`config.mk`:
```
export PLATFORM = sky130hd
export DESIGN_NAME = pidc_front
export DESIGN_NICKNAME = d
export VERILOG_FILES = /design/src/hw/rtl/pidc_pkg.sv /design/src/hw/rtl/pidc_front.sv
export SDC_FILE = /design/constraint.sdc
export NUM_CORES = 1
export LEC_CHECK = 0
export BUFFER_PORTS_ARGS = -buffer_cell sky130_fd_sc_hd__buf_2
export CORE_MARGIN = 4
export CORE_UTILIZATION = 55
export DETAILED_ROUTE_END_ITERATION = 7
export PLACE_DENSITY_LB_ADDON = 0.05
export RECOVER_POWER = 25
export SETUP_SLACK_MARGIN = 0.1
export SYNTH_ARGS = -nofsm -noshare
export SYNTH_HDL_FRONTEND = slang
export SYNTH_SLANG_ARGS = --single-unit
```
`constraint.sdc`:
```
create_clock -name clk -period 15.25 [get_ports clk]
set_input_delay 4.575 -clock clk [delete_from_list [all_inputs] [get_ports clk]]
set_output_delay 4.575 -clock clk [all_outputs]
set_load 0.005 [all_outputs]
```
`src/hw/rtl/pidc_pkg.sv`:
```
// Shared types, constants and fixed-point helpers for the clamped PID controller.
// No dependencies; used by every module under hw/rtl.
package pidc_pkg;

  localparam int DATA_W    = 32;
  localparam int DIFF_W    = DATA_W + 1;
  localparam int FRAC_SH   = 20;
  localparam int LIM_W     = 31;
  localparam int CFG_IDX_W = 3;
  localparam int SAT_IN_W  = 2 * DATA_W + 1 - FRAC_SH;
  localparam int SUM_W     = DATA_W + 2;
  localparam int QDEPTH    = 2;
  localparam int QPTR_W    = $clog2(QDEPTH);
  localparam int QCNT_W    = $clog2(QDEPTH + 1);

  localparam logic [CFG_IDX_W-1:0] REG_GAIN_PROP  = 3'd0;
  localparam logic [CFG_IDX_W-1:0] REG_GAIN_INTEG = 3'd1;
  localparam logic [CFG_IDX_W-1:0] REG_GAIN_DERIV = 3'd2;
  localparam logic [CFG_IDX_W-1:0] REG_INTEG_LIM  = 3'd3;
  localparam logic [CFG_IDX_W-1:0] REG_OUT_LIM    = 3'd4;

  typedef struct packed {
    logic signed [DATA_W-1:0] err;
    logic signed [DIFF_W-1:0] diff;
  } pidc_req_t;

  typedef struct packed {
    logic signed [DATA_W-1:0] gain_prop;
    logic signed [DATA_W-1:0] gain_integ;
    logic signed [DATA_W-1:0] gain_deriv;
    logic        [LIM_W-1:0]  integral_limit;
    logic        [LIM_W-1:0]  output_limit;
  } pidc_cfg_t;

  // saturate a signed value to 32 bits
  function automatic logic signed [DATA_W-1:0] sat32(input logic signed [SAT_IN_W-1:0] v);
    logic signed [DATA_W-1:0] res;
    if (v[SAT_IN_W-1:DATA_W-1] == {(SAT_IN_W-DATA_W+1){1'b0}} ||
        v[SAT_IN_W-1:DATA_W-1] == {(SAT_IN_W-DATA_W+1){1'b1}}) begin
      res = v[DATA_W-1:0];
    end else if (v[SAT_IN_W-1]) begin
      res = {1'b1, {(DATA_W-1){1'b0}}};
    end else begin
      res = {1'b0, {(DATA_W-1){1'b1}}};
    end
    return res;
  endfunction

  // symmetric clamp to +/- lim; a zero limit forces zero
  function automatic logic signed [DATA_W-1:0] clamp_sym(input logic signed [SUM_W-1:0] v,
                                                         input logic [LIM_W-1:0] lim);
    logic signed [SUM_W-1:0]  lim_pos;
    logic signed [SUM_W-1:0]  lim_neg;
    logic signed [DATA_W-1:0] res;
    lim_pos = signed'({{(SUM_W-LIM_W){1'b0}}, lim});
    lim_neg = -lim_pos;
    if (v >= lim_pos) begin
      res = lim_pos[DATA_W-1:0];
    end else if (v <= lim_neg) begin
      res = lim_neg[DATA_W-1:0];
    end else begin
      res = v[DATA_W-1:0];
    end
    return res;
  endfunction

endpackage

```
`src/hw/rtl/pidc_front.sv`:
```
// Front end: accepts samples, forms the saturated error and the error change.
// Depends on pidc_pkg; feeds pidc_queue.
module pidc_front import pidc_pkg::*; (
  input  logic             clk,
  input  logic             rst_n,
  input  logic             in_tvalid,
  output logic             in_tready,
  input  logic [63:0]      in_tdata,
  input  logic             q_full,
  output logic             q_push,
  output pidc_req_t        q_wdata
);

  logic signed [DATA_W-1:0]   prev_err_r;
  logic signed [DATA_W-1:0]   measured;
  logic signed [DATA_W-1:0]   setpoint;
  logic signed [DIFF_W-1:0]   raw_err;
  logic signed [DATA_W-1:0]   err;

  assign measured  = signed'(in_tdata[DATA_W-1:0]);
  assign setpoint  = signed'(in_tdata[2*DATA_W-1:DATA_W]);
  assign raw_err   = DIFF_W'(setpoint) - DIFF_W'(measured);
  assign err       = sat32(SAT_IN_W'(raw_err));

  assign in_tready    = !q_full;
  assign q_push       = in_tvalid && in_tready;
  assign q_wdata.err  = err;
  assign q_wdata.diff = DIFF_W'(err) - DIFF_W'(prev_err_r);

  always_ff @(posedge clk) begin
    if (!rst_n) begin
      prev_err_r <= '0;
    end else if (q_push) begin
      prev_err_r <= err;
    end
  end

endmodule

```
==> summary.txt <==
Global route
  • First-pass GRT wire length: 22.39 mm
  • GR peak layer: met2
  • GRT met3 Usage: 1.962%
  • Vias in the first global route: 4824
  • Pin count of the biggest net entering global routing: 50
  • All-Layer GR Usage: 25.54%
  • Met2 track demand over resource: 41.84%
  • Initial antenna violation count: 0
  • Grt total ovfl: 0
  • GR Util met1: 36.63%

Detailed routing
  • WL per Instance: 14.58 um
  • # DRC: 0
  • 1st-iter DRT viols: 279
  • Vias per cell: 5.707
  • Post-DRT Antenna Nets: 0
  • Vias: 5330
  • Drt pass-1 iters: 5
  • WL final: 13.62 mm

Worst setup path
  • R2R cell count: 2
  • CP endpoint kind: primary output
  • CP Class: in2out
  • Worst path slowest cell: or4b_1
  • WP data arrival: 10130 ps
  • Critical path data required time: 10680 ps
  • CP peak stage delay: 500 ps
  • Cell breakdown of the critical path: buf_2, ha_1, inv_1, fa_1, a21o_1, a31oi_1, o211ai_1, or4b_1, a31oi_1, nor2_2, a32oi_4, buf_4, nor2b_1, ha_1, and4_1, nor2b_1, a211oi_1, a21boi_0, a311o_1, a211oi_1, o31ai_1, a21oi_1, xnor2_1, buf_2
  • Startpoint Class: primary input
  • Crit path max fanout: 7

Min path
  • Hold crit path type: reg2reg
  • Hold Path Depth: 2

CTS
  • H-Tree Level Count: 2
  • Clk root buf: clkbuf_8
  • Worst-Skew Late Latency: 280 ps
  • TritonCTS clock tree: built
  • CTS Buffer Depth: 2
  • Total CTS buffers: 5
  • CTS clk-pin slew, worst paths: 60 ps
  • CTS sink cnt: 32

Floorplan
  • Initial Util: 56.84%
  • Die width: 103.2 um
  • Die area: 10640 um2
  • IO Pins: 135
  • FP Rows: 34
  • Die Y: 103.2 um
  • Core ar.: 8763 um2

Final layout
  • Most frequent cells in the layout: buf_2, inv_1, nand2_1
  • Commonest non-fill, non-tap cell in the layout: buf_2
  • Share of layout cells above drive strength 1: 21.67%
  • Final Cell Area: 5763 um2
  • N_diodes: 0
  • Area grow syn2layout: 15.70%
  • Biggest register: prev_err_r
  • Final non-filler cell total: 934
  • Max FFs per register: 32
  • End-of-flow core utilization: 65.76%
  • Final net count: 958
  • Biggest regs: prev_err_r: 32 flops

Logic synthesis
  • Cell area after synthesis: 4981 um2
  • Post-Syn Instances: 693
  • Top cells by area, synth: ha_1, dfxtp_1, xnor2_1
  • YS warnings: 0
  • Post-synth EDFFs: 0
  • Post-synth top area share: 15.83%
  • Syn_nets: 826
  • Synth area leader: ha_1
  • Top FF cell, synth: dfxtp_1
  • Async set-reset flop share out of synthesis: 0%
  • Sequential share of the synthesized area: 12.86%
  • Post-synthesis cell type count: 78
  • Syn Area/Cell: 7.188 um2
  • Synthesized flop and latch total: 32

Power
  • P per Cell Area: 110.7 nW/um2
  • Final Power: 0.6379 mW
  • Maximum vdd drop: 0.03559 mV
  • Leak: 2.818 nW

STA
  • Slew HR: 55.72%
  • Minimum clock period: 14700 ps
  • FMAX: 68.01 MHz
  • Fin worst setup slack: 545.7 ps
  • Least-Margin Pin Slew: 661.8 ps
  • Final Max Tran Viols: 0
  • Post-route setup TNS: 0 ps
  • Worst Skew: 0 ps
  • Hold Vio Cnt, Final: 0
  • Hold slack: 449.0 ps
  • Tcrit/Tclk final: 96.42%
  • RSZ-0062 raised after global routing: false
  • # setup viols final: 0

Flow run
  • MaxCap Viol Count: 0

Placement
  • Post-Place Cell Area: 5698 um2
  • HPWL Detailed: 11.33 mm
  • Routability cong.: 0.9062
  • Dpl ws: 541.1 ps
  • Post-placement cell count: 924
  • Input/output buffers: 134

Run status
  • Status: finished, final reports clean
[synth_stat cells (3+ instances only)]
master,n
a211o_1,4
a211oi_1,10
a21boi_0,3
a21o_1,18
a21oi_1,54
a221oi_1,3
a31oi_1,31
and3_1,5
and3_2,3
buf_6,6
clkbuf_1,5
dfxtp_1,32
ha_1,63
inv_1,88
nand2_1,70
nand2_2,10
nand2b_1,4
nand3_1,13
nor2_1,39
nor2b_1,12
nor3_1,9
nor4_1,3
o211ai_1,4
o21a_1,9
o21ai_0,51
o21ai_1,9
o21bai_1,9
o31ai_1,5
or2_2,5
or3_1,3
xnor2_1,43
xor2_1,13
[metal layers]
| metal | vias up | part of all wire [%] |
|---|---|---|
| met5 | - | 0 |
| met4 | 0 | 1.2 |
| met3 | 17 | 6.1 |
| met2 | 195 | 46 |
| met1 | 2398 | 47 |
| li1 | 2720 | - |
[cells by family (layout without fill, tap and decap cells)]
family,Yosys count,in the layout,share of synthesized area (%)
adder cells (fa/ha/maj),66,66,16.83
XOR/XNOR,56,56,9.847
buffers and inverters,106,239,9.520
AND/OR/NAND/NOR,197,197,19.79
AO/OA/AOI/OAI,234,234,30.67
multiplexers,2,2,0.4772
flip-flops,32,32,12.86
[power breakdown]
part	switching, mW	internal [mW]
sequential	0.00362	0.0909
clock	0.0301	0.0368
combinational	0.263	0.214
total	0.296	0.342
[final cells by class]
type	instances	area [um2]
tap	108	135.1
inverter	88	330.3
clock buffer	8	90.09
timing repair buffer	143	738.2
sequential	32	640.6
fill	807	3000
multi-input combinational	555	3829
[worst max-delay path, delay by kind of cell]
| kind | cells | cell delay, ps |
|---|---|---|
| xor gates and xnor gates | 1 | 130 |
| and+or+nand+nor | 5 | 1190 |
| buffers and inverters | 4 | 470 |
| adders and majority gates | 3 | 730 |
| AOI/OAI and AO/OA | 11 | 3050 |
[path summary, 6_finish.rpt]
| path | start | end | slack (ps) |
|---|---|---|---|
| max reg2reg | prev_err_r[28] | prev_err_r[28] | 14500 |
| min reg2reg | prev_err_r[20] | prev_err_r[20] | 450 |
| max | in_tdata[0] | q_wdata[31] | 550 |
| min | prev_err_r[20] | prev_err_r[20] | 450 |
[timing repair]
| item | 4_1_cts | 5_1_grt |
|---|---|---|
| endpoints found under the setup margin | 0 | 4 |
| hold buffers | 0 | 0 |
| gates resized for setup | 0 | 2 |
| setup buffers | 0 | 2 |
| endpoints found under the hold margin | 0 | 0 |
(Power assumes the default switching activity.)
