`src/hw/rtl/pidc_pkg.sv`:
```
// Shared types, constants and fixed-point helpers for the clamped PID controller.
// No dependencies; used by every module under hw/rtl.
package pidc_pkg;

  localparam int DATA_W    = 32;
  localparam int DIFF_W    = DATA_W + 1;
  localparam int FRAC_SH   = 20;
  localparam int LIM_W     = 31;
  localparam int CFG_IDX_W = 3;
  localparam int SAT_IN_W  = 2 * DATA_W + 1 - FRAC_SH;
  localparam int SUM_W     = DATA_W + 2;
  localparam int QDEPTH    = 2;
  localparam int QPTR_W    = $clog2(QDEPTH);
  localparam int QCNT_W    = $clog2(QDEPTH + 1);

  localparam logic [CFG_IDX_W-1:0] REG_GAIN_PROP  = 3'd0;
  localparam logic [CFG_IDX_W-1:0] REG_GAIN_INTEG = 3'd1;
  localparam logic [CFG_IDX_W-1:0] REG_GAIN_DERIV = 3'd2;
  localparam logic [CFG_IDX_W-1:0] REG_INTEG_LIM  = 3'd3;
  localparam logic [CFG_IDX_W-1:0] REG_OUT_LIM    = 3'd4;

  typedef struct packed {
    logic signed [DATA_W-1:0] err;
    logic signed [DIFF_W-1:0] diff;
  } pidc_req_t;

  typedef struct packed {
    logic signed [DATA_W-1:0] gain_prop;
    logic signed [DATA_W-1:0] gain_integ;
    logic signed [DATA_W-1:0] gain_deriv;
    logic        [LIM_W-1:0]  integral_limit;
    logic        [LIM_W-1:0]  output_limit;
  } pidc_cfg_t;

  // saturate a signed value to 32 bits
  function automatic logic signed [DATA_W-1:0] sat32(input logic signed [SAT_IN_W-1:0] v);
    logic signed [DATA_W-1:0] res;
    if (v[SAT_IN_W-1:DATA_W-1] == {(SAT_IN_W-DATA_W+1){1'b0}} ||
        v[SAT_IN_W-1:DATA_W-1] == {(SAT_IN_W-DATA_W+1){1'b1}}) begin
      res = v[DATA_W-1:0];
    end else if (v[SAT_IN_W-1]) begin
      res = {1'b1, {(DATA_W-1){1'b0}}};
    end else begin
      res = {1'b0, {(DATA_W-1){1'b1}}};
    end
    return res;
  endfunction

  // symmetric clamp to +/- lim; a zero limit forces zero
  function automatic logic signed [DATA_W-1:0] clamp_sym(input logic signed [SUM_W-1:0] v,
                                                         input logic [LIM_W-1:0] lim);
    logic signed [SUM_W-1:0]  lim_pos;
    logic signed [SUM_W-1:0]  lim_neg;
    logic signed [DATA_W-1:0] res;
    lim_pos = signed'({{(SUM_W-LIM_W){1'b0}}, lim});
    lim_neg = -lim_pos;
    if (v >= lim_pos) begin
      res = lim_pos[DATA_W-1:0];
    end else if (v <= lim_neg) begin
      res = lim_neg[DATA_W-1:0];
    end else begin
      res = v[DATA_W-1:0];
    end
    return res;
  endfunction

endpackage

```
`src/hw/rtl/pidc_queue.sv`:
```
// Short request queue between front and back end.
// Depends on pidc_pkg.
module pidc_queue import pidc_pkg::*; (
  input  logic      clk,
  input  logic      rst_n,
  input  logic      push,
  input  pidc_req_t wdata,
  output logic      full,
  input  logic      pop,
  output logic      rvalid,
  output pidc_req_t rdata
);

  pidc_req_t          mem_r [QDEPTH];
  logic [QPTR_W-1:0]  wr_ptr_r;
  logic [QPTR_W-1:0]  rd_ptr_r;
  logic [QCNT_W-1:0]  count_r;
  logic               do_pop;

  assign full   = (count_r == QCNT_W'(QDEPTH));
  assign rvalid = (count_r != '0);
  assign rdata  = mem_r[rd_ptr_r];
  assign do_pop = pop && rvalid;

  always_ff @(posedge clk) begin
    if (push) begin
      mem_r[wr_ptr_r] <= wdata;
    end
  end

  always_ff @(posedge clk) begin
    if (!rst_n) begin
      wr_ptr_r <= '0;
      rd_ptr_r <= '0;
      count_r  <= '0;
    end else begin
      if (push) begin
        wr_ptr_r <= (wr_ptr_r == QPTR_W'(QDEPTH - 1)) ? '0 : wr_ptr_r + 1'b1;
      end
      if (do_pop) begin
        rd_ptr_r <= (rd_ptr_r == QPTR_W'(QDEPTH - 1)) ? '0 : rd_ptr_r + 1'b1;
      end
      if (push && !do_pop) begin
        count_r <= count_r + 1'b1;
      end else if (do_pop && !push) begin
        count_r <= count_r - 1'b1;
      end
    end
  end

endmodule

```
`config.mk`:
```
export PLATFORM = sky130hd
export DESIGN_NAME = pidc_queue
export DESIGN_NICKNAME = d
export VERILOG_FILES = /design/src/hw/rtl/pidc_pkg.sv /design/src/hw/rtl/pidc_queue.sv
export SDC_FILE = /design/constraint.sdc
export NUM_CORES = 1
export LEC_CHECK = 0
export BUFFER_PORTS_ARGS = -buffer_cell sky130_fd_sc_hd__buf_4
export CAP_MARGIN = 10
export CELL_PAD_IN_SITES_DETAIL_PLACEMENT = 1
export CELL_PAD_IN_SITES_GLOBAL_PLACEMENT = 2
export CORE_ASPECT_RATIO = 0.9
export CORE_MARGIN = 5
export CORE_UTILIZATION = 30
export DETAILED_ROUTE_END_ITERATION = 16
export PLACE_DENSITY = 0.73
export SYNTH_ARGS = -nofsm -noshare
export SYNTH_HDL_FRONTEND = slang
export SYNTH_SLANG_ARGS = --single-unit
```
`constraint.sdc`:
```
create_clock -name clk -period 10.6 [get_ports clk]
set_input_delay 2.12 -clock clk [delete_from_list [all_inputs] [get_ports clk]]
set_output_delay 2.12 -clock clk [all_outputs]
set_load 0.02 [all_outputs]
```
==> flow_results.xml, run 1 <==
<?xml version="1.0" encoding="UTF-8"?>
<metrics>
  <group name="clock_network">
    <metric name="cts_buffer_depth" unit="">2</metric>
    <metric name="post-cts-setup-buffers" unit="">0</metric>
    <metric name="clock_tree.htree_level_count" unit="">4</metric>
    <metric name="tritoncts_clock_tree" unit="">yes</metric>
    <metric name="cts.sink_count" unit="">135</metric>
    <metric name="cts_resized" unit="">0</metric>
    <metric name="post_cts_hold_buffer_count" unit="">0</metric>
    <metric name="cts_buffers" unit="">17</metric>
    <metric name="clock_latency" unit="ns">0.40</metric>
    <metric name="register_clock_pin_slew_on_the_reported_worst_setup_and_hold_paths" unit="ns">0.05</metric>
    <metric name="cts-root-buf" unit="">clkbuf_16</metric>
  </group>
  <group name="placement">
    <metric name="detailed_place_hpwl" unit="mm">6.43</metric>
    <metric name="gpl.final_weighted_congestion" unit="">0.672</metric>
    <metric name="place_worst_setup_slack" unit="ns">6.90</metric>
    <metric name="numPlacedInstances" unit="">560</metric>
    <metric name="port_buffers" unit="">135</metric>
  </group>
  <group name="sta">
    <metric name="hold_fails_final_rpt" unit="">0</metric>
    <metric name="drv_slew" unit="">0</metric>
    <metric name="finalWorstPathRequiredPeriod" unit="ns">4.10</metric>
    <metric name="max-slew-margin-rel" unit="%">37.3</metric>
    <metric name="max_slew.worst_pin.slew" unit="ns">0.940</metric>
    <metric name="maxClockFrequency" unit="MHz">244</metric>
    <metric name="post_route_clock_skew" unit="ns">0.00719</metric>
    <metric name="finalSetupViolCount" unit="">0</metric>
    <metric name="postLayoutSetupSlackWorst" unit="ns">6.50</metric>
    <metric name="layout_worst_path_cycle_share" unit="%">38.7</metric>
    <metric name="grt_setup_unrepaired" unit="">no</metric>
    <metric name="final.setup.tns" unit="ns">0</metric>
  </group>
  <group name="die">
    <metric name="floorplan.initialDensity" unit="%">30.5</metric>
    <metric name="die_footprint" unit="µm²">19100</metric>
    <metric name="design.portCount" unit="">136</metric>
    <metric name="die_height" unit="µm">132</metric>
    <metric name="core.rowCount" unit="">44</metric>
    <metric name="coreArea" unit="µm²">16100</metric>
    <metric name="fp.dieW" unit="µm">145</metric>
  </group>
  <group name="pwr">
    <metric name="p_leak" unit="nW">2.47</metric>
    <metric name="power.share.sequential" unit="%">42.6</metric>
    <metric name="switching_share" unit="%">26.8</metric>
    <metric name="peakVddDrop" unit="V">0.000132</metric>
    <metric name="combinationalPowerShare" unit="%">23.1</metric>
    <metric name="internal-power" unit="mW">1.16</metric>
    <metric name="power_per_cell_area" unit="nW/µm²">237</metric>
    <metric name="power.share.clock" unit="%">34.4</metric>
    <metric name="power.net_switching" unit="mW">0.424</metric>
  </group>
  <group name="finish">
    <metric name="number_of_nets_in_the_layout" unit="">442</metric>
    <metric name="drive_above_1_share" unit="%">59.5</metric>
    <metric name="layoutNonFillerInstCount" unit="">592</metric>
    <metric name="antenna-diode-count" unit="">0</metric>
    <metric name="synthToLayoutAreaGrowth" unit="%">36.0</metric>
  </group>
  <group name="logic_synthesis">
    <metric name="synth_top_area_cell" unit="">edfxtp_1</metric>
    <metric name="yosys.cell_types.count" unit="">17</metric>
    <metric name="ys_seq_area_share" unit="%">81.3</metric>
    <metric name="synthesis.instances" unit="">224</metric>
    <metric name="synthesis.area" unit="µm²">4920</metric>
    <metric name="syn-num-nets" unit="">294</metric>
    <metric name="yosysTopAreaCellShare" unit="%">79.3</metric>
    <metric name="post_synth.cell_area_avg" unit="µm²">22.0</metric>
    <metric name="synth_seq_cells" unit="">135</metric>
    <metric name="yosys-top-cells-area" unit="">edfxtp_1, mux2_2, dfxtp_1, buf_6, and2_1</metric>
    <metric name="syn_warnings" unit="">0</metric>
  </group>
  <group name="detailed_routing">
    <metric name="detailroute.via_count" unit="">2556</metric>
    <metric name="route.detailed.vias_per_inst" unit="">4.32</metric>
    <metric name="finalWirelength" unit="mm">10.0</metric>
    <metric name="post_drt_wl_per_cell" unit="µm">16.9</metric>
    <metric name="detail_route.first_pass.iterations" unit="">4</metric>
    <metric name="drc_errors" unit="">0</metric>
    <metric name="antenna_violating_nets_post_route" unit="">0</metric>
    <metric name="drt_iter0_markers" unit="">102</metric>
  </group>
  <group name="worst_setup_path">
    <metric name="r2r_cells" unit="">1</metric>
    <metric name="critical_path.reg2reg.startpoint" unit="">wr_ptr_r</metric>
    <metric name="critical-path-slowest-cell" unit="">dfxtp_4</metric>
    <metric name="cpPeakStageDelay" unit="ns">0.93</metric>
    <metric name="critical_path.startpoint_type" unit="">flop</metric>
    <metric name="cp.required" unit="ns">8.48</metric>
    <metric name="reg2reg_setup_slack" unit="ns">9.00</metric>
    <metric name="end_kind" unit="">output pin</metric>
    <metric name="worst_r2r_endpoint" unit="">mem_r[1][40]</metric>
    <metric name="path_class" unit="">flop to output pin</metric>
    <metric name="critical_path.max_fanout" unit="">65</metric>
    <metric name="crit_chain" unit="">mux2_2 -&gt; buf_4</metric>
    <metric name="critPathArrivalTime" unit="ns">1.98</metric>
  </group>
  <group name="grt">
    <metric name="number_of_global_route_vias_before_repair" unit="">3050</metric>
    <metric name="antenna_found_initial" unit="">0</metric>
    <metric name="global_route.overflow_total" unit="">0</metric>
    <metric name="grt_use_total" unit="%">10.5</metric>
    <metric name="grt_pass1_wl" unit="mm">15.8</metric>
    <metric name="grt_max_degree" unit="">67</metric>
  </group>
  <group name="min_path">
    <metric name="timing.hold.worst.start" unit="">count_r[1]</metric>
    <metric name="worst_hold_path.num_cells" unit="">2</metric>
    <metric name="whs_endpoint" unit="">count_r[1]</metric>
    <metric name="hold_path_class" unit="">flop to flop</metric>
  </group>
  <group name="outcome">
    <metric name="run_status" unit="">completed</metric>
  </group>
  <group name="flow_run">
    <metric name="timing.max_cap.violations" unit="">0</metric>
  </group>
</metrics>
final cells by class:
| class | count | area (µm²) |
|---|---|---|
| flip-flops and latches | 135 | 4010 |
| fillers | 1609 | 9430 |
| repair buffers | 136 | 1020 |
| well taps | 207 | 259 |
| multi-input cells | 82 | 862 |
| clock buffers | 22 | 444 |
| clock inverters | 10 | 105 |
layer usage:
layer	track usage, %	wire length [µm]
met1	11.4	4100
met2	18.2	5100
met3	4.48	689
met4	4.04	124
met5	0	0
cell usage in the layout (no fill, tap or decap), drive strengths merged:
| master | netlist | final |
|---|---|---|
| and2 | 4 | 4 |
| bufinv | 0 | 2 |
| or3 | 1 | 1 |
| or2 | 1 | 1 |
| a21boi | 1 | 1 |
| clkinvlp | 0 | 2 |
| ha | 1 | 1 |
| o21ai | 2 | 2 |
| buf | 7 | 136 |
| clkinv | 0 | 6 |
| clkbuf | 0 | 22 |
| dfxtp | 5 | 5 |
| nor2b | 3 | 3 |
| mux2 | 65 | 65 |
| xnor2 | 2 | 2 |
| edfxtp | 130 | 130 |
| o21a | 1 | 1 |
| xor2 | 1 | 1 |
synth_stat cells:
| cell | n |
|---|---|
| o21ai_0 | 1 |
| a21boi_1 | 1 |
| dfxtp_1 | 5 |
| and2_1 | 4 |
| xor2_1 | 1 |
| ha_1 | 1 |
| o21ai_1 | 1 |
| or2_2 | 1 |
| or3_1 | 1 |
| xnor2_1 | 2 |
| edfxtp_1 | 130 |
| mux2_2 | 65 |
| o21a_1 | 1 |
| nor2b_1 | 3 |
| buf_6 | 5 |
| buf_4 | 1 |
| buf_2 | 1 |
power by group through the flow:
stage               Sequential [mW]  Combinational [mW]  Clock, mW
floorplan                     0.643               0.268          0
global placement              0.687               0.369          0
detailed placement            0.689               0.372          0
CTS                           0.679               0.374      0.563
global route                  0.682               0.388      0.586
finish                        0.675               0.366      0.545
worst max-delay path, delay by kind of cell (launching register included):
family / cells / cell delay (ns)
DFF: 1 / 0.93
muxes: 1 / 0.43
buffers and inverters: 1 / 0.16
state kept, by name, indices dropped and copies added (netlist names), named ones only:
name / flops
wr_ptr_r: 1
count_r: 2
rd_ptr_r: 1
mem_r: 130
worst max-delay path by stage:
stage          slack (ns)  from           to  depth (start not counted)
5_1_grt              6.41  flop    rdata[61]                          2
2_1_floorplan        5.09  push  mem_r[0][0]                          1
4_1_cts              6.44  flop    rdata[61]                          2
3_5_place_dp         6.90  flop    rdata[61]                          2
6_report             6.50  flop    rdata[51]                          2
3_3_place_gp         6.89  flop    rdata[23]                          2
cell families (layout without fill, tap and decap cells):
| logic type | Yosys count | count (layout) | synth area share (%) |
|---|---|---|---|
| flops | 135 | 135 | 81.3 |
| mux | 65 | 65 | 14.9 |
| simple gates | 9 | 9 | 1.14 |
| buf+inv | 7 | 168 | 1.40 |
| compound gates | 4 | 4 | 0.508 |
| xor+xnor | 3 | 3 | 0.534 |
| fa+ha+maj | 1 | 1 | 0.254 |
through the flow:
stage               power (mW)  util (%)  hold slack (ns)  area, µm²
floorplan                0.911         -            0.474       4920
global placement          1.06      38.1            0.493       6150
detailed placement        1.06      38.1            0.526       6150
CTS                       1.62      41.5            0.535       6700
global route              1.66      41.5            0.558       6700
finish                    1.59      41.5            0.541       6700
Note: power is estimated with default switching activity, not from simulation.
==> run 2, diff against run 1 <==
--- a/config.mk
+++ b/config.mk
@@ -5,6 +5,7 @@
 export SDC_FILE = /design/constraint.sdc
 export NUM_CORES = 1
 export LEC_CHECK = 0
+export ABC_AREA = 1
 export BUFFER_PORTS_ARGS = -buffer_cell sky130_fd_sc_hd__buf_4
 export CAP_MARGIN = 10
 export CELL_PAD_IN_SITES_DETAIL_PLACEMENT = 1
@@ -13,7 +14,7 @@
 export CORE_MARGIN = 5
 export CORE_UTILIZATION = 30
 export DETAILED_ROUTE_END_ITERATION = 16
-export PLACE_DENSITY = 0.73
+export PLACE_DENSITY = 0.75
 export SYNTH_ARGS = -nofsm -noshare
 export SYNTH_HDL_FRONTEND = slang
 export SYNTH_SLANG_ARGS = --single-unit
==> constraint.sdc (replaced) <==
create_clock -name clk -period 3.36 [get_ports clk]
set_input_delay 0.672 -clock clk [delete_from_list [all_inputs] [get_ports clk]]
set_output_delay 0.672 -clock clk [all_outputs]
set_load 0.02 [all_outputs]
==> flow_results.xml, run 2 <==
<?xml version="1.0" encoding="UTF-8"?>
<metrics>
  <group name="outcome">
    <metric name="run_status" unit="">completed</metric>
  </group>
  <group name="clock_network">
    <metric name="cts_resized" unit="">0</metric>
    <metric name="cts-root-buf" unit="">clkbuf_16</metric>
    <metric name="post-cts-setup-buffers" unit="">0</metric>
    <metric name="clock_tree.htree_level_count" unit="">4</metric>
    <metric name="cts_buffer_depth" unit="">2</metric>
    <metric name="register_clock_pin_slew_on_the_reported_worst_setup_and_hold_paths" unit="ns">0.06</metric>
    <metric name="tritoncts_clock_tree" unit="">yes</metric>
    <metric name="cts.sink_count" unit="">135</metric>
    <metric name="clock_latency" unit="ns">0.40</metric>
    <metric name="cts_buffers" unit="">17</metric>
    <metric name="post_cts_hold_buffer_count" unit="">0</metric>
  </group>
  <group name="logic_synthesis">
    <metric name="synth_top_area_cell" unit="">edfxtp_1</metric>
    <metric name="async_flop_share" unit="%">0</metric>
    <metric name="yosys-top-cells-area" unit="">edfxtp_1, mux2_4, mux2_2, dfxtp_1, buf_6</metric>
    <metric name="synthesis.area" unit="µm²">5130</metric>
    <metric name="post_synth.cell_area_avg" unit="µm²">21.6</metric>
    <metric name="yosysTopAreaCellShare" unit="%">76.1</metric>
    <metric name="yosys.cell_types.count" unit="">15</metric>
    <metric name="synthesis.instances" unit="">238</metric>
    <metric name="synthFlopType" unit="">edfxtp_1</metric>
    <metric name="synth_seq_cells" unit="">135</metric>
    <metric name="ys_seq_area_share" unit="%">78.0</metric>
    <metric name="yosysMostFrequentCell" unit="">edfxtp_1</metric>
    <metric name="synth-edff-count" unit="">130</metric>
    <metric name="synth.top_cells.by_count" unit="">edfxtp_1, mux2_4, mux2_2</metric>
    <metric name="syn-num-nets" unit="">308</metric>
    <metric name="syn_warnings" unit="">0</metric>
  </group>
  <group name="die">
    <metric name="design.portCount" unit="">136</metric>
    <metric name="core.rowCount" unit="">45</metric>
    <metric name="floorplan.initialDensity" unit="%">30.5</metric>
    <metric name="coreArea" unit="µm²">16800</metric>
    <metric name="die_footprint" unit="µm²">19800</metric>
    <metric name="fp.dieW" unit="µm">148</metric>
    <metric name="die_height" unit="µm">134</metric>
  </group>
  <group name="worst_setup_path">
    <metric name="critical_path.max_fanout" unit="">30</metric>
    <metric name="critical_path.startpoint_type" unit="">flop</metric>
    <metric name="end_kind" unit="">output pin</metric>
    <metric name="path_class" unit="">flop to output pin</metric>
    <metric name="critPathArrivalTime" unit="ns">1.77</metric>
    <metric name="reg2reg_setup_slack" unit="ns">1.67</metric>
    <metric name="cp.required" unit="ns">2.69</metric>
    <metric name="r2r_cells" unit="">3</metric>
  </group>
  <group name="grt">
    <metric name="global_route.overflow_total" unit="">0</metric>
    <metric name="antenna_found_initial" unit="">0</metric>
    <metric name="grt_use_total" unit="%">10.1</metric>
    <metric name="grt_pass1_wl" unit="mm">15.2</metric>
    <metric name="grt_max_degree" unit="">37</metric>
    <metric name="number_of_global_route_vias_before_repair" unit="">2920</metric>
  </group>
  <group name="detailed_routing">
    <metric name="drc_errors" unit="">0</metric>
    <metric name="drt_iter0_markers" unit="">102</metric>
    <metric name="detailroute.via_count" unit="">2578</metric>
    <metric name="antenna_violating_nets_post_route" unit="">0</metric>
    <metric name="detail_route.first_pass.iterations" unit="">4</metric>
    <metric name="post_drt_wl_per_cell" unit="µm">16.3</metric>
    <metric name="finalWirelength" unit="mm">9.99</metric>
    <metric name="route.detailed.vias_per_inst" unit="">4.20</metric>
  </group>
  <group name="sta">
    <metric name="max_slew.worst_pin.slew" unit="ns">0.708</metric>
    <metric name="final.setup.tns" unit="ns">0</metric>
    <metric name="hold_fails_final_rpt" unit="">0</metric>
    <metric name="layout_worst_path_cycle_share" unit="%">72.6</metric>
    <metric name="max-slew-margin-rel" unit="%">52.8</metric>
    <metric name="drv_slew" unit="">0</metric>
    <metric name="finalWorstPathRequiredPeriod" unit="ns">2.44</metric>
    <metric name="post_route_clock_skew" unit="ns">0.00428</metric>
    <metric name="grt_setup_unrepaired" unit="">no</metric>
    <metric name="finalSetupViolCount" unit="">0</metric>
    <metric name="maxClockFrequency" unit="MHz">410</metric>
  </group>
  <group name="finish">
    <metric name="fillCellCount" unit="">1665</metric>
    <metric name="synthToLayoutAreaGrowth" unit="%">36.1</metric>
    <metric name="drive_above_1_share" unit="%">57.8</metric>
    <metric name="layout.core_utilization" unit="%">41.5</metric>
    <metric name="largest_register_ff_count" unit="">130</metric>
    <metric name="max_flop_register" unit="">mem_r</metric>
    <metric name="layout.cells.most_common" unit="">buf_4</metric>
    <metric name="reg.largest.list" unit="">mem_r: 130 flops, count_r: 2 flops</metric>
    <metric name="number_of_nets_in_the_layout" unit="">460</metric>
    <metric name="antenna-diode-count" unit="">0</metric>
    <metric name="most-common-layout-cells" unit="">buf_4, edfxtp_1, mux2_4</metric>
  </group>
  <group name="placement">
    <metric name="port_buffers" unit="">135</metric>
    <metric name="detailed_place_hpwl" unit="mm">6.91</metric>
    <metric name="gpl.final_weighted_congestion" unit="">0.686</metric>
  </group>
  <group name="pwr">
    <metric name="peakVddDrop" unit="V">0.000292</metric>
    <metric name="power_per_cell_area" unit="nW/µm²">645</metric>
    <metric name="p_leak" unit="nW">2.72</metric>
    <metric name="finalPower" unit="mW">4.51</metric>
  </group>
  <group name="min_path">
    <metric name="hold_path_class" unit="">input pin to flop</metric>
    <metric name="worst_hold_path.num_cells" unit="">1</metric>
  </group>
  <group name="flow_run">
    <metric name="timing.max_cap.violations" unit="">0</metric>
  </group>
</metrics>
==> run 2: kinds of logic after synthesis <==
logic type / share of synthesized area, %
compound gates: 0.341
fa+ha+maj: 0.244
simple gates: 1.46
buf+inv: 2.00
flops: 78.0
mux: 17.9
==> run 2: cell type report <==
class                      instances  area (µm²)  share of cell area (%)
sequential                       135        4010                    57.4
clock buffer                      23         448                    6.41
multi-input combinational         88        1030                    14.8
timing repair buffer             140        1080                    15.4
tap                              211         264                    3.78
clock inverter                     9         126                    1.81
inverter                           8        30.0                   0.430
==> run 2: worst paths after layout <==
check | start | end
max | flop | rdata[51]
min | wdata[62] | mem_r[1][62]
max reg2reg | wr_ptr_r | mem_r[1][6]
min reg2reg | rd_ptr_r | rd_ptr_r
==> run 2: per-stage QoR <==
stage / instances / cell area, µm² / hold slack [ns] / worst slack (ns)
final: 614 / 6980 / 0.451 / 0.921
after global routing: 614 / 6980 / 0.426 / 0.842
after CTS: 614 / 6980 / 0.425 / 0.882
after detailed placement: 582 / 6410 / 0.503 / 1.27
after global placement: 582 / 6410 / 0.482 / 1.30
after floorplan: 238 / 5130 / 0.467 / 0.557
==> run 2: metal layers <==
metal / GRT usage (%) / wire [µm]
met5: 0 / 0
met4: 3.39 / 94
met3: 4.73 / 753
met2: 17.2 / 5040
met1: 11.1 / 4110
==> run 2: report_power, final <==
group / switching (mW) / internal (mW) / total (mW)
sequential: 0.0276 / 1.95 / 1.98
clock: 0.643 / 1.16 / 1.80
combinational: 0.360 / 0.362 / 0.722
total: 1.03 / 3.48 / 4.51
==> run 2: critical path, stage by stage (launching register included) <==
cell and delay, ns:
dfxtp_4 0.35, buf_4 0.41, mux2_2 0.41, buf_4 0.16
